**src/hw/rtl/mntt_pkg.sv**
```systemverilog
`timescale 1ns / 1ps
`default_nettype none
package mntt_pkg;
   localparam int Points = 256;
   localparam int IdxW = 8;
   localparam logic [30:0] ModP = 31'h7FFFFFFF;
   localparam logic [30:0] RootSqrtI = 31'd32768;

   typedef enum logic [1:0] {CMD_LOAD = 2'd0, CMD_RUN = 2'd1, CMD_READ = 2'd2,
                             CMD_NONE = 2'd3} cmd_type;

   typedef struct packed {
      logic [1:0]  cmd;
      logic [7:0]  word_index;
      logic [30:0] word_value;
   } req_type;

   typedef struct packed {
      logic [30:0] read_value;
      logic        run_done;
   } rsp_type;

   // controller to datapath
   typedef struct packed {
      logic        wr_en;      // host write
      logic [7:0]  addr;
      logic [30:0] wdata;
      logic        rd_en;      // host read
      logic        bf_rd;      // butterfly read: latch element k
      logic [1:0]  bf_k;
      logic        bf_wr;      // butterfly write element k
      logic [1:0]  mode;       // 0 twist fwd, 1 dif, 2 dit, 3 twist inv
      logic [5:0]  widx;       // twiddle selector
      logic        calc;       // start compute step
      logic [2:0]  step;
   } dp_cmd_type;

   typedef struct packed {
      logic [30:0] rdata;
   } dp_sts_type;

   localparam logic [1:0] MD_TWF = 2'd0;
   localparam logic [1:0] MD_DIF = 2'd1;
   localparam logic [1:0] MD_DIT = 2'd2;
   localparam logic [1:0] MD_TWI = 2'd3;

   localparam logic [30:0] ROOT512 [126] = '{
 31'd430821412, 31'd1152650470, 31'd236104903, 31'd1577470940, 31'd485600145, 31'd224958826,
 31'd206059115, 31'd1935040570, 31'd660017901, 31'd1340846354, 31'd1896945393, 31'd2098580229,
 31'd735494074, 31'd1494204761, 31'd1641940819, 31'd26164677, 31'd1777644782, 31'd1383853684,
 31'd1093071961, 31'd648593218, 31'd1920912571, 31'd914097328, 31'd1742797653, 31'd2140339328,
 31'd1371669334, 31'd2103108137, 31'd1260750973, 31'd1362440376, 31'd1336950523, 31'd839591040,
 31'd1241207368, 31'd1179735656, 31'd1202912605, 31'd1980032781, 31'd1921627098, 31'd1668363411,
 31'd165851886, 31'd1674906685, 31'd228509164, 31'd14530030, 31'd1792244284, 31'd36557796,
 31'd1014093253, 31'd2137011181, 31'd252929270, 31'd1353673049, 31'd194696271, 31'd567259857,
 31'd853979252, 31'd1113159341, 31'd1563928157, 31'd849605071, 31'd472916039, 31'd952794586,
 31'd1309288441, 31'd373229752, 31'd528066207, 31'd951582730, 31'd141956360, 31'd1977033713,
 31'd605970061, 31'd1530121874, 31'd1556715293, 31'd978592373, 31'd378535762, 31'd1207781610,
 31'd477953613, 31'd2022380190, 31'd1398069297, 31'd1397384897, 31'd408478793, 31'd262191051,
 31'd1326503162, 31'd1362518885, 31'd1276547035, 31'd1514613395, 31'd328267072, 31'd484667533,
 31'd1133522282, 31'd280947147, 31'd1730666434, 31'd2110668387, 31'd81378258, 31'd1357626641,
 31'd655387905, 31'd1395419301, 31'd1038945916, 31'd134155457, 31'd1603661239, 31'd1398285837,
 31'd1949783546, 31'd1067683608, 31'd1916124599, 31'd187158958, 31'd1415090252, 31'd2112881577,
 31'd834535867, 31'd222141861, 31'd1553669210, 31'd736262640, 31'd1925205788, 31'd278287463,
 31'd2079025011, 31'd2137679949, 31'd1756768506, 31'd1678097410, 31'd1506666447, 31'd445356670,
 31'd1370602608, 31'd1664948088, 31'd579625837, 31'd1690787918, 31'd1082787046, 31'd2133873350,
 31'd1895558694, 31'd636875771, 31'd1644164930, 31'd820860779, 31'd1263730590, 31'd1796741361,
 31'd578660954, 31'd152276873, 31'd2085743640, 31'd812986380, 31'd1854234209, 31'd1637799161};

   localparam logic [30:0] ROOT128 [128] = '{
 31'd1, 31'd0, 31'd0, 31'd1, 31'd32768, 31'd32768, 31'd2147450879, 31'd32768,
 31'd1556715293, 31'd978592373, 31'd1168891274, 31'd1556715293, 31'd978592373, 31'd1556715293,
 31'd590768354, 31'd978592373, 31'd1241207368, 31'd1179735656, 31'd967747991, 31'd1241207368,
 31'd2112881577, 31'd1415090252, 31'd732393395, 31'd2112881577, 31'd1415090252, 31'd2112881577,
 31'd34602070, 31'd1415090252, 31'd1179735656, 31'd1241207368, 31'd906276279, 31'd1179735656,
 31'd1641940819, 31'd26164677, 31'd2121318970, 31'd1641940819, 31'd1690787918, 31'd579625837,
 31'd1567857810, 31'd1690787918, 31'd1133522282, 31'd280947147, 31'd1866536500, 31'd1133522282,
 31'd567259857, 31'd194696271, 31'd1952787376, 31'd567259857, 31'd194696271, 31'd567259857,
 31'd1580223790, 31'd194696271, 31'd280947147, 31'd1133522282, 31'd1013961365, 31'd280947147,
 31'd579625837, 31'd1690787918, 31'd456695729, 31'd579625837, 31'd26164677, 31'd1641940819,
 31'd505542828, 31'd26164677, 31'd206059115, 31'd1935040570, 31'd212443077, 31'd206059115,
 31'd1796741361, 31'd1263730590, 31'd883753057, 31'd1796741361, 31'd408478793, 31'd262191051,
 31'd1885292596, 31'd408478793, 31'd373229752, 31'd1309288441, 31'd838195206, 31'd373229752,
 31'd228509164, 31'd14530030, 31'd2132953617, 31'd228509164, 31'd134155457, 31'd1038945916,
 31'd1108537731, 31'd134155457, 31'd2079025011, 31'd2137679949, 31'd9803698, 31'd2079025011,
 31'd2140339328, 31'd1742797653, 31'd404685994, 31'd2140339328, 31'd1742797653, 31'd2140339328,
 31'd7144319, 31'd1742797653, 31'd2137679949, 31'd2079025011, 31'd68458636, 31'd2137679949,
 31'd1038945916, 31'd134155457, 31'd2013328190, 31'd1038945916, 31'd14530030, 31'd228509164,
 31'd1918974483, 31'd14530030, 31'd1309288441, 31'd373229752, 31'd1774253895, 31'd1309288441,
 31'd262191051, 31'd408478793, 31'd1739004854, 31'd262191051, 31'd1263730590, 31'd1796741361,
 31'd350742286, 31'd1263730590, 31'd1935040570, 31'd206059115, 31'd1941424532, 31'd1935040570};

   function automatic logic [30:0] m_add(input logic [30:0] a, input logic [30:0] b);
      logic [31:0] s;
      logic [31:0] t;
      s = {1'b0, a} + {1'b0, b};
      t = {1'b0, s[30:0]} + {31'd0, s[31]};
      m_add = (t >= {1'b0, ModP}) ? 31'(t - {1'b0, ModP}) : t[30:0];
   endfunction

   function automatic logic [30:0] m_sub(input logic [30:0] a, input logic [30:0] b);
      m_sub = m_add(a, ModP - b);
   endfunction

   function automatic logic [30:0] m_red(input logic [61:0] x);
      logic [31:0] r;
      logic [31:0] q;
      r = {1'b0, x[30:0]} + {1'b0, x[61:31]};
      q = {1'b0, r[30:0]} + {31'd0, r[31]};
      m_red = (q >= {1'b0, ModP}) ? 31'(q - {1'b0, ModP}) : q[30:0];
   endfunction

   // power k of the order-512 root, k in 0..127; returns {re, im}
   function automatic logic [61:0] twist(input logic [6:0] k);
      logic [5:0] m;
      logic [6:0] lo;
      logic [6:0] hi;
      m = 6'(7'd0 - k);
      lo = {6'(k[5:0] - 6'd1), 1'b0};
      hi = {6'(m - 6'd1), 1'b0};
      if (k == 7'd0) twist = {31'd1, 31'd0};
      else if (k < 7'd64) twist = {ROOT512[lo], ROOT512[7'(lo + 7'd1)]};
      else if (k == 7'd64) twist = {RootSqrtI, RootSqrtI};
      else twist = {ROOT512[7'(hi + 7'd1)], ROOT512[hi]};
   endfunction
endpackage
`default_nettype wire

```
**src/hw/rtl/mntt_controller.sv**
```systemverilog
`timescale 1ns / 1ps
`default_nettype none
module mntt_controller
   import mntt_pkg::*;
(
   input  wire logic       clock,
   input  wire logic       reset,
   input  wire logic       req_valid,
   output logic            req_ready,
   input  wire req_type    req_data,
   output logic            rsp_valid,
   input  wire logic       rsp_ready,
   output rsp_type         rsp_data,
   input  wire logic       csr_we,
   input  wire logic       csr_wdata,
   output dp_cmd_type      cmd,
   input  wire dp_sts_type sts
);
   typedef enum logic [2:0] {ST_IDLE, ST_RDWAIT, ST_FETCH, ST_CALC, ST_STORE, ST_RESP}
      state_type;

   state_type   state_ff;
   logic        inv_ff;
   logic        rsp_valid_ff;
   rsp_type     rsp_ff;
   logic [2:0]  stage_ff;   // 0 or 7 twist, 1..6 butterfly stages
   logic [5:0]  pos_ff;     // butterfly index within stage
   logic [2:0]  sub_ff;     // element or compute step
   logic [2:0]  lg;         // log2 of butterfly length
   logic [7:0]  len;
   logic [7:0]  base;
   logic [5:0]  blk;
   logic [5:0]  jj;
   logic [7:0]  elem_addr;
   logic [1:0]  mode;
   logic        accept;
   logic [1:0]  k;

   assign accept = req_valid && req_ready;
   assign req_ready = (state_ff == ST_IDLE) && (!rsp_valid_ff || rsp_ready);
   assign rsp_valid = rsp_valid_ff;
   assign rsp_data = rsp_ff;

   // forward: stage 0 twist, stages 1..6 lengths 32..1
   // inverse: stages 1..6 lengths 1..32, stage 7 twist
   always_comb begin
      lg = inv_ff ? 3'(stage_ff - 3'd1) : 3'(3'd6 - stage_ff);
      len = 8'd1 << lg;
      blk = pos_ff >> lg;
      jj = pos_ff & 6'(len - 8'd1);
      base = 8'({blk, 2'b00} << lg) + 8'(jj);
      k = sub_ff[1:0];
      if ((!inv_ff && stage_ff == 3'd0) || (inv_ff && stage_ff == 3'd7)) begin
         mode = inv_ff ? MD_TWI : MD_TWF;
         elem_addr = {k, pos_ff};
      end else begin
         mode = inv_ff ? MD_DIT : MD_DIF;
         elem_addr = 8'(base + 8'(len * 8'(k)));
      end
   end

   always_comb begin
      cmd = '0;
      cmd.addr = req_data.word_index;
      cmd.wdata = (req_data.word_value == ModP) ? 31'd0 : req_data.word_value;
      cmd.mode = mode;
      cmd.widx = ((mode == MD_TWF) || (mode == MD_TWI)) ? pos_ff : blk;
      cmd.bf_k = k;
      cmd.step = sub_ff;
      case (state_ff)
         ST_IDLE: begin
            cmd.wr_en = accept && (req_data.cmd == CMD_LOAD);
            cmd.rd_en = accept && (req_data.cmd == CMD_READ);
         end
         ST_FETCH: begin
            cmd.addr = elem_addr;
            cmd.bf_rd = 1'b1;
         end
         ST_CALC: cmd.calc = 1'b1;
         ST_STORE: begin
            cmd.addr = elem_addr;
            cmd.bf_wr = 1'b1;
         end
         default: ;
      endcase
   end

   always_ff @(posedge clock) begin
      if (reset) begin
         state_ff <= ST_IDLE;
         inv_ff <= 1'b0;
         rsp_valid_ff <= 1'b0;
         stage_ff <= '0;
         pos_ff <= '0;
         sub_ff <= '0;
      end else begin
         if (csr_we) begin
            inv_ff <= csr_wdata;
         end
         if (rsp_valid_ff && rsp_ready) begin
            rsp_valid_ff <= 1'b0;
         end
         case (state_ff)
            ST_IDLE: begin
               if (accept) begin
                  rsp_ff <= '0;
                  case (req_data.cmd)
                     CMD_READ: state_ff <= ST_RDWAIT;
                     CMD_RUN: begin
                        state_ff <= ST_FETCH;
                        stage_ff <= inv_ff ? 3'd1 : 3'd0;
                        pos_ff <= '0;
                        sub_ff <= '0;
                     end
                     default: rsp_valid_ff <= 1'b1;
                  endcase
               end
            end
            ST_RDWAIT: begin
               rsp_ff.read_value <= sts.rdata;
               rsp_ff.run_done <= 1'b0;
               rsp_valid_ff <= 1'b1;
               state_ff <= ST_IDLE;
            end
            ST_FETCH: begin
               sub_ff <= 3'(sub_ff + 3'd1);
               if (sub_ff == 3'd3) begin
                  sub_ff <= '0;
                  state_ff <= ST_CALC;
               end
            end
            ST_CALC: begin
               sub_ff <= 3'(sub_ff + 3'd1);
               if (sub_ff == 3'd3) begin
                  sub_ff <= '0;
                  state_ff <= ST_STORE;
               end
            end
            ST_STORE: begin
               sub_ff <= 3'(sub_ff + 3'd1);
               if (sub_ff == 3'd3) begin
                  sub_ff <= '0;
                  pos_ff <= 6'(pos_ff + 6'd1);
                  state_ff <= ST_FETCH;
                  if (pos_ff == 6'd63) begin
                     if ((inv_ff && stage_ff == 3'd7) || (!inv_ff && stage_ff == 3'd6)) begin
                        state_ff <= ST_RESP;
                     end
                     stage_ff <= 3'(stage_ff + 3'd1);
                  end
               end
            end
            default: begin
               rsp_ff.read_value <= '0;
               rsp_ff.run_done <= 1'b1;
               rsp_valid_ff <= 1'b1;
               state_ff <= ST_IDLE;
            end
         endcase
      end
   end
endmodule
`default_nettype wire

```
**config.mk**
```make
export PLATFORM = sky130hd
export DESIGN_NAME = mntt_controller
export DESIGN_NICKNAME = d
export VERILOG_FILES = /design/src/hw/rtl/mntt_pkg.sv /design/src/hw/rtl/mntt_controller.sv
export SDC_FILE = /design/constraint.sdc
export NUM_CORES = 1
export LEC_CHECK = 0
export BUFFER_PORTS_ARGS = -buffer_cell sky130_fd_sc_hd__buf_2
export CAP_MARGIN = 5
export CELL_PAD_IN_SITES_DETAIL_PLACEMENT = 2
export CELL_PAD_IN_SITES_GLOBAL_PLACEMENT = 2
export CORE_MARGIN = 8
export CORE_UTILIZATION = 26
export DETAILED_ROUTE_END_ITERATION = 6
export PLACE_DENSITY = 0.84
export SLEW_MARGIN = 20
export SYNTH_ARGS = -nofsm -noshare
export SYNTH_HDL_FRONTEND = slang
export SYNTH_SLANG_ARGS = --single-unit
```
**constraint.sdc**
```tcl
create_clock -name clock -period 6.36 [get_ports clock]
set_clock_uncertainty 0.2 [all_clocks]
set_input_delay 0.636 -clock clock [delete_from_list [all_inputs] [get_ports clock]]
set_output_delay 0.636 -clock clock [all_outputs]
set_load 0.05 [all_outputs]
```
==> reports/results.tsv, run 1 <==
stage	metric	value	unit
run_status	status	finished, final reports clean	
routing	Routed WL per cell	18.5	µm
synth	Mapped Area	3630	µm²
synth	syn_area_per_cell	8.60	µm²
pwr	switching pwr	0.000831	W
clocking	clk root buf	clkbuf_16	
synth	post-synthesis cell type count	46	
clocking	number of clock sinks	49	
cells_and_area	layout cells sized above 1	0.328	
clocking	clk_lat worst skew	0.29	ns
clocking	clk buf depth	2	
routing	final WL	14000	µm
pwr	Cell Int Power	0.000761	W
worst_setup_path	largest fanout on the critical path	14	
synth	most frequent cell after synthesis	nor2_1	
pwr	Peak VDD IR	0.000191	V
worst_setup_path	Worst R2R Setup Slack	3.37	ns
synth	EDFF count, synth	32	
floorplan	Die Area	18000	µm²
cells_and_area	# nets final	679	
timing	Max-slew headroom	0.394	
timing	FMAX	175	MHz
routing	Final ANT Viol Nets	0	
cells_and_area	Ant. Diodes	0	
worst_setup_path	Startpoint Class	flop	
global_routing	largest net degree at the start of global routing	34	
pwr	Final Power	0.00159	W
timing	RSZ-0062 raised after global routing	false	
timing	min Tclk post-route	5.70	ns
global_routing	Total GRT Usage	0.153	
pwr	Reg power frac	0.301	
placement	placed cell area	4610	µm²
synth	Yosys warnings	0	
clocking	hold_buf cts	0	
clocking	# resized after CTS	0	
synth	top cell type by total area after synthesis	edfxtp_1	
pwr	Comb power frac	0.528	
synth	Post-synth top cells	nor2_1 (49), and3_1 (38), nand2_1 (38), and2_1 (36), edfxtp_1 (32)	
cells_and_area	area delta synth->final	31.3	%
synth	Syn Inst Count	422	
global_routing	first-pass GRT wire length	22200	µm
clocking	CTS Buf Count	5	
timing	endpoints failing setup	0	
pwr	Sw Ratio	0.522	
floorplan	Vert. Die Dim	134	µm
timing	Final period util	0.896	
global_routing	initial antenna violation count	0	
synth	asr flop ratio synth	0	
routing	1st-pass router iterations	4	
global_routing	number of global-route vias before repair	3995	
clocking	postcts setup bufs	0	
synth	Mapped Nets	528	
floorplan	Die W	134	µm
synth	FF+latch count, synth	49	
timing	max-slew violations	0	
clocking	H-tree depth	2	
worst_setup_path	Crit Path Class	flop to output pin	
floorplan	FP Rows	43	
clocking	clock slew at reported path FFs	0.07	ns
placement	Port Buf Inserts	168	
run	Max-Cap Viols	0	
synth	largest cells by area after synthesis	edfxtp_1 (26%), dfxtp_1 (9.4%), and3_1 (6.6%), and2_1 (6.2%), fa_1 (6.1%)	
timing	slew at the pin with the worst max-slew slack	0.901	ns
synth	Yosys top cell area share	0.265	
floorplan	Core Footprint	13800	µm²
synth	sequential fraction of the synthesis area	0.359	
worst_setup_path	CP Capture Type	output pin	
timing	final hold viol count	0	
pwr	Pleak	2.27	nW
clocking	TritonCTS clock tree	done	
worst_setup_path	Arrival @ worst endpoint	4.87	ns
cells_and_area	Design Area, Final	4770	µm²
routing	residual DRC count	0	
pwr	clock network power share	0.171	
pwr	power per cell area	334	nW/µm²
placement	HPWL Detailed	11600	µm
routing	initial detailed-routing violation count	154	
routing	routed via count	3621	
floorplan	Initial Util	0.263	
timing	Min Hold Slack	0.318	ns
global_routing	gr ovfl total	0	
placement	GP Congestion	0.811	
timing	setup_tns	0	ns
routing	vias per std cell	4.80	
worst_setup_path	CP Data Required Time	5.52	ns
min_path	HP Class	flop to flop	
synth	Primary FF master, synth	edfxtp_1	
floorplan	I/O pin count	169	
## cells by family after synthesis
logic type	Yosys count	share of synthesized area
fa+ha+maj	28	0.119
xor+xnor	14	0.0359
mux	6	0.0203
simple gates	210	0.298
buf+inv	53	0.0590
flops	49	0.359
other cells	1	0.00103
compound gates	61	0.108
## through the flow
stage | worst slack, ns | util | cells
final | 0.658 | 0.346 | 754
after global routing | 0.384 | 0.346 | 754
after CTS | 0.604 | 0.346 | 754
after detailed placement | 0.950 | 0.335 | 746
after global placement | 1.17 | 0.335 | 746
after floorplan | 1.11 | - | 422
## cell usage in the layout (no fill, tap or decap), drive strengths merged, types with 2 or more instances in the layout
cell type,Yosys,routed
a21o,4,4
a21oi,27,27
a31oi,4,4
and2,36,36
and3,38,38
buf,7,172
clkbuf,21,5
clkinvlp,0,2
dfxtp,17,17
edfxtp,32,32
fa,11,11
ha,17,17
inv,25,26
mux2i,4,4
nand2,39,39
nand2b,9,9
nand3,11,11
nand4,10,10
nor2,49,49
nor2b,5,5
nor3,5,5
nor3b,3,3
nor4,4,4
o21ai,11,11
o21bai,3,3
o31ai,2,2
xnor2,8,8
xor2,6,6
## worst paths after layout
check,depth (start not counted),to,startpoint
hold / removal,1,sub_ff[2]$_SDFFE_PP0P_,sub_ff[2]$_SDFFE_PP0P_
setup / recovery,18,cmd[54],stage_ff[0]$_SDFFE_PP0P_
setup reg to reg,5,rsp_data[12]$_DFFE_PP_,state_ff[0]$_SDFFE_PP0P_
hold reg to reg,1,sub_ff[2]$_SDFFE_PP0P_,sub_ff[2]$_SDFFE_PP0P_
## routing by layer
metal  up-vias  share of wire  wire length [µm]  track usage
li1       1737              -                 -            -
met1      1779           0.39              5400        0.165
met2        95           0.55              7740        0.301
met3        10          0.049               691       0.0284
met4         0         0.0095               133       0.0331
met5         -              0                 0            0
## layout make-up
| cell class | count | area [µm²] |
|---|---|---|
| multi-input cells | 320 | 2120 |
| flip-flops and latches | 49 | 1300 |
| fillers | 1607 | 9010 |
| repair buffers | 172 | 871 |
| clock buffers | 5 | 125 |
| clock inverters | 3 | 26.3 |
| inverters | 25 | 93.8 |
| well taps | 180 | 225 |
## registers in the layout, summed over array words and instances, names as in the netlist
register and count:
stage_ff 3, inv_ff 1, rsp_valid 1, pos_ff 6, state_ff 3, rsp_data 32, sub_ff 3
## critical path: stages, from the launching register on
cell and delay (ns):
dfxtp_1 0.52, ha_1 0.21, ha_1 0.25, nor2b_1 0.16, a21o_1 0.34, nand2b_1 0.24
nor2_1 0.10, fa_1 0.55, inv_1 0.06, fa_1 0.54, inv_1 0.07, fa_1 0.46
a21o_1 0.20, a21oi_1 0.16, xor2_1 0.16, nor2_1 0.05, a21oi_1 0.15, a21oi_1 0.09
buf_2 0.25
## power groups by stage
stage                     logic, W  registers (W)  clock network [W]
final                     0.000840       0.000479           0.000273
after global routing      0.000900       0.000488           0.000295
after detailed placement  0.000845       0.000487                  0
after global placement    0.000829       0.000479                  0
after floorplan           0.000451       0.000656                  0
after CTS                 0.000850       0.000482           0.000280
(Power assumes the default switching activity.)
==> run 2, diff against run 1 <==
CORE_ASPECT_RATIO = 2   (was unset)
==> run 2 against run 1 <==
Global-route usage fell by 0.67 points. Register-to-register slack improved by 0.42 ns. Die area rose by 1.3%. Clock power fell by 3%. Utilization fell by 0.13 points. Routed wire length fell by 3.2%. Maximum frequency rose by 0.45%. Power fell by 0.55%. Sequential power fell by 1%. Sequential cell count did not move. Largest cell class unchanged.
==> reports/results.tsv, run 2 (same netlist as run 1, synthesis figures left out) <==
stage	metric	value	unit
floorplan	Core Footprint	13700	µm²
cells_and_area	Ant. Diodes	0	
worst_setup_path	CP max stage cell	fa_1	
floorplan	FP Rows	61	
worst_setup_path	CP Capture Type	output pin	
cells_and_area	most common cell after layout, fill and taps aside	buf_2	
timing	min Tclk post-route	5.68	ns
clocking	clock slew at reported path FFs	0.07	ns
floorplan	Initial Util	0.264	
cells_and_area	area delta synth->final	30.5	%
min_path	HP Class	flop to flop	
clocking	postcts setup bufs	0	
run_status	status	finished, final reports clean	
worst_setup_path	Arrival @ worst endpoint	4.84	ns
cells_and_area	non-filler cells, final	732	
clocking	CTS Buf Count	5	
worst_setup_path	Startpoint Class	flop	
worst_setup_path	CP Data Required Time	5.52	ns
pwr	Cell Int Power	0.000761	W
placement	HPWL Detailed	11300	µm
floorplan	Vert. Die Dim	183	µm
global_routing	number of global-route vias before repair	3902	
worst_setup_path	Crit Path Class	flop to output pin	
placement	Port Buf Inserts	168	
routing	Final ANT Viol Nets	0	
placement	GP Congestion	0.832	
pwr	Reg power frac	0.299	
pwr	Comb power frac	0.534	
pwr	switching pwr	0.000822	W
worst_setup_path	Worst path max stage delay	0.54	ns
placement	post-place setup slack	0.984	ns
routing	initial detailed-routing violation count	91	
placement	Placed Cells	724	
timing	Max-slew headroom	0.460	
pwr	Peak VDD IR	0.000189	V
timing	Final period util	0.892	
timing	setup_tns	0	ns
timing	endpoints failing setup	0	
routing	vias per std cell	4.94	
clocking	clk buf depth	2	
global_routing	first-pass GRT wire length	21300	µm
cells_and_area	most frequent cells in the layout	buf_2 (168), nor2_1 (49), nand2_1 (38), and3_1 (38), and2_1 (36)	
clocking	H-tree depth	2	
cells_and_area	# nets final	680	
clocking	number of clock sinks	49	
clocking	hold_buf cts	0	
global_routing	initial antenna violation count	0	
timing	slew at the pin with the worst max-slew slack	0.804	ns
worst_setup_path	crit path cell chain	ha_1 -> ha_1 -> nor2b_1 -> a21o_1 -> nand2b_1 -> nor2_1 -> fa_1 -> inv_1 -> fa_1 -> inv_1 -> fa_1 -> a21o_1 -> a21oi_1 -> xor2_1 -> nor2_1 -> a21oi_1 -> a21oi_1 -> buf_2	
floorplan	Die Area	18200	µm²
timing	RSZ-0062 raised after global routing	false	
cells_and_area	Largest register FFs	32	
clocking	clk_lat worst skew	0.29	ns
timing	max-slew violations	0	
routing	Routed WL per cell	18.5	µm
pwr	power per cell area	334	nW/µm²
clocking	TritonCTS clock tree	done	
clocking	clk root buf	clkbuf_16	
global_routing	largest net degree at the start of global routing	34	
worst_setup_path	largest fanout on the critical path	14	
global_routing	Total GRT Usage	0.147	
cells_and_area	layout cells sized above 1	0.327	
floorplan	Die W	99.5	µm
pwr	Sw Ratio	0.519	
routing	1st-pass router iterations	4	
pwr	Pleak	2.28	nW
routing	final WL	13500	µm
timing	final worst slack	0.684	ns
floorplan	I/O pin count	169	
routing	residual DRC count	0	
global_routing	gr ovfl total	0	
worst_setup_path	cell family with most CP delay	adder cells	
routing	routed via count	3615	
timing	final hold viol count	0	
worst_setup_path	worst path buffer plus inverter count	3	
run	Max-Cap Viols	0	
clocking	# resized after CTS	0	
pwr	clock network power share	0.167	
timing	FMAX	176	MHz
## run 2: power groups by stage
stage               logic (W)  registers (W)  clock network [W]
global placement     0.000842       0.000477                  0
detailed placement   0.000856       0.000483                  0
global route         0.000900       0.000484           0.000286
floorplan            0.000451       0.000656                  0
finish               0.000844       0.000473           0.000265
CTS                  0.000860       0.000476           0.000276
## run 2: area by class of cell
cell class | count | area, µm²
Sequential cell | 49 | 1300
Timing Repair Buffer | 173 | 878
Inverter | 25 | 93.8
Multi-Input combinational cell | 320 | 2120
Clock inverter | 3 | 21.3
Tap cell | 157 | 196
Clock buffer | 5 | 125
Fill cell | 1619 | 9000
## run 2: path summary, 6_finish.rpt
check / from / end / slack [ns] / cells after the start
min reg2reg: sub_ff[2]$_SDFFE_PP0P_ / sub_ff[2]$_SDFFE_PP0P_ / 0.30 / 1
max reg2reg: sub_ff[0]$_SDFFE_PP0P_ / pos_ff[4]$_SDFFE_PP0P_ / 3.79 / 7
min: sub_ff[2]$_SDFFE_PP0P_ / sub_ff[2]$_SDFFE_PP0P_ / 0.30 / 1
max: stage_ff[0]$_SDFFE_PP0P_ / cmd[54] / 0.68 / 18
## run 2: stage by stage
stage	util	power, W	cell area (µm²)	hold slack [ns]
floorplan	-	0.00111	3630	0.283
global placement	0.334	0.00132	4590	0.285
detailed placement	0.334	0.00134	4590	0.293
CTS	0.345	0.00161	4740	0.304
global route	0.345	0.00167	4740	0.329
finish	0.345	0.00158	4740	0.301
## run 2: routing by layer
metal	GRT usage	vias up	wire (µm)
li1	-	1741	-
met1	0.161	1776	5160
met2	0.278	80	7590
met3	0.0247	18	515
met4	0.0384	0	259
met5	0	-	0
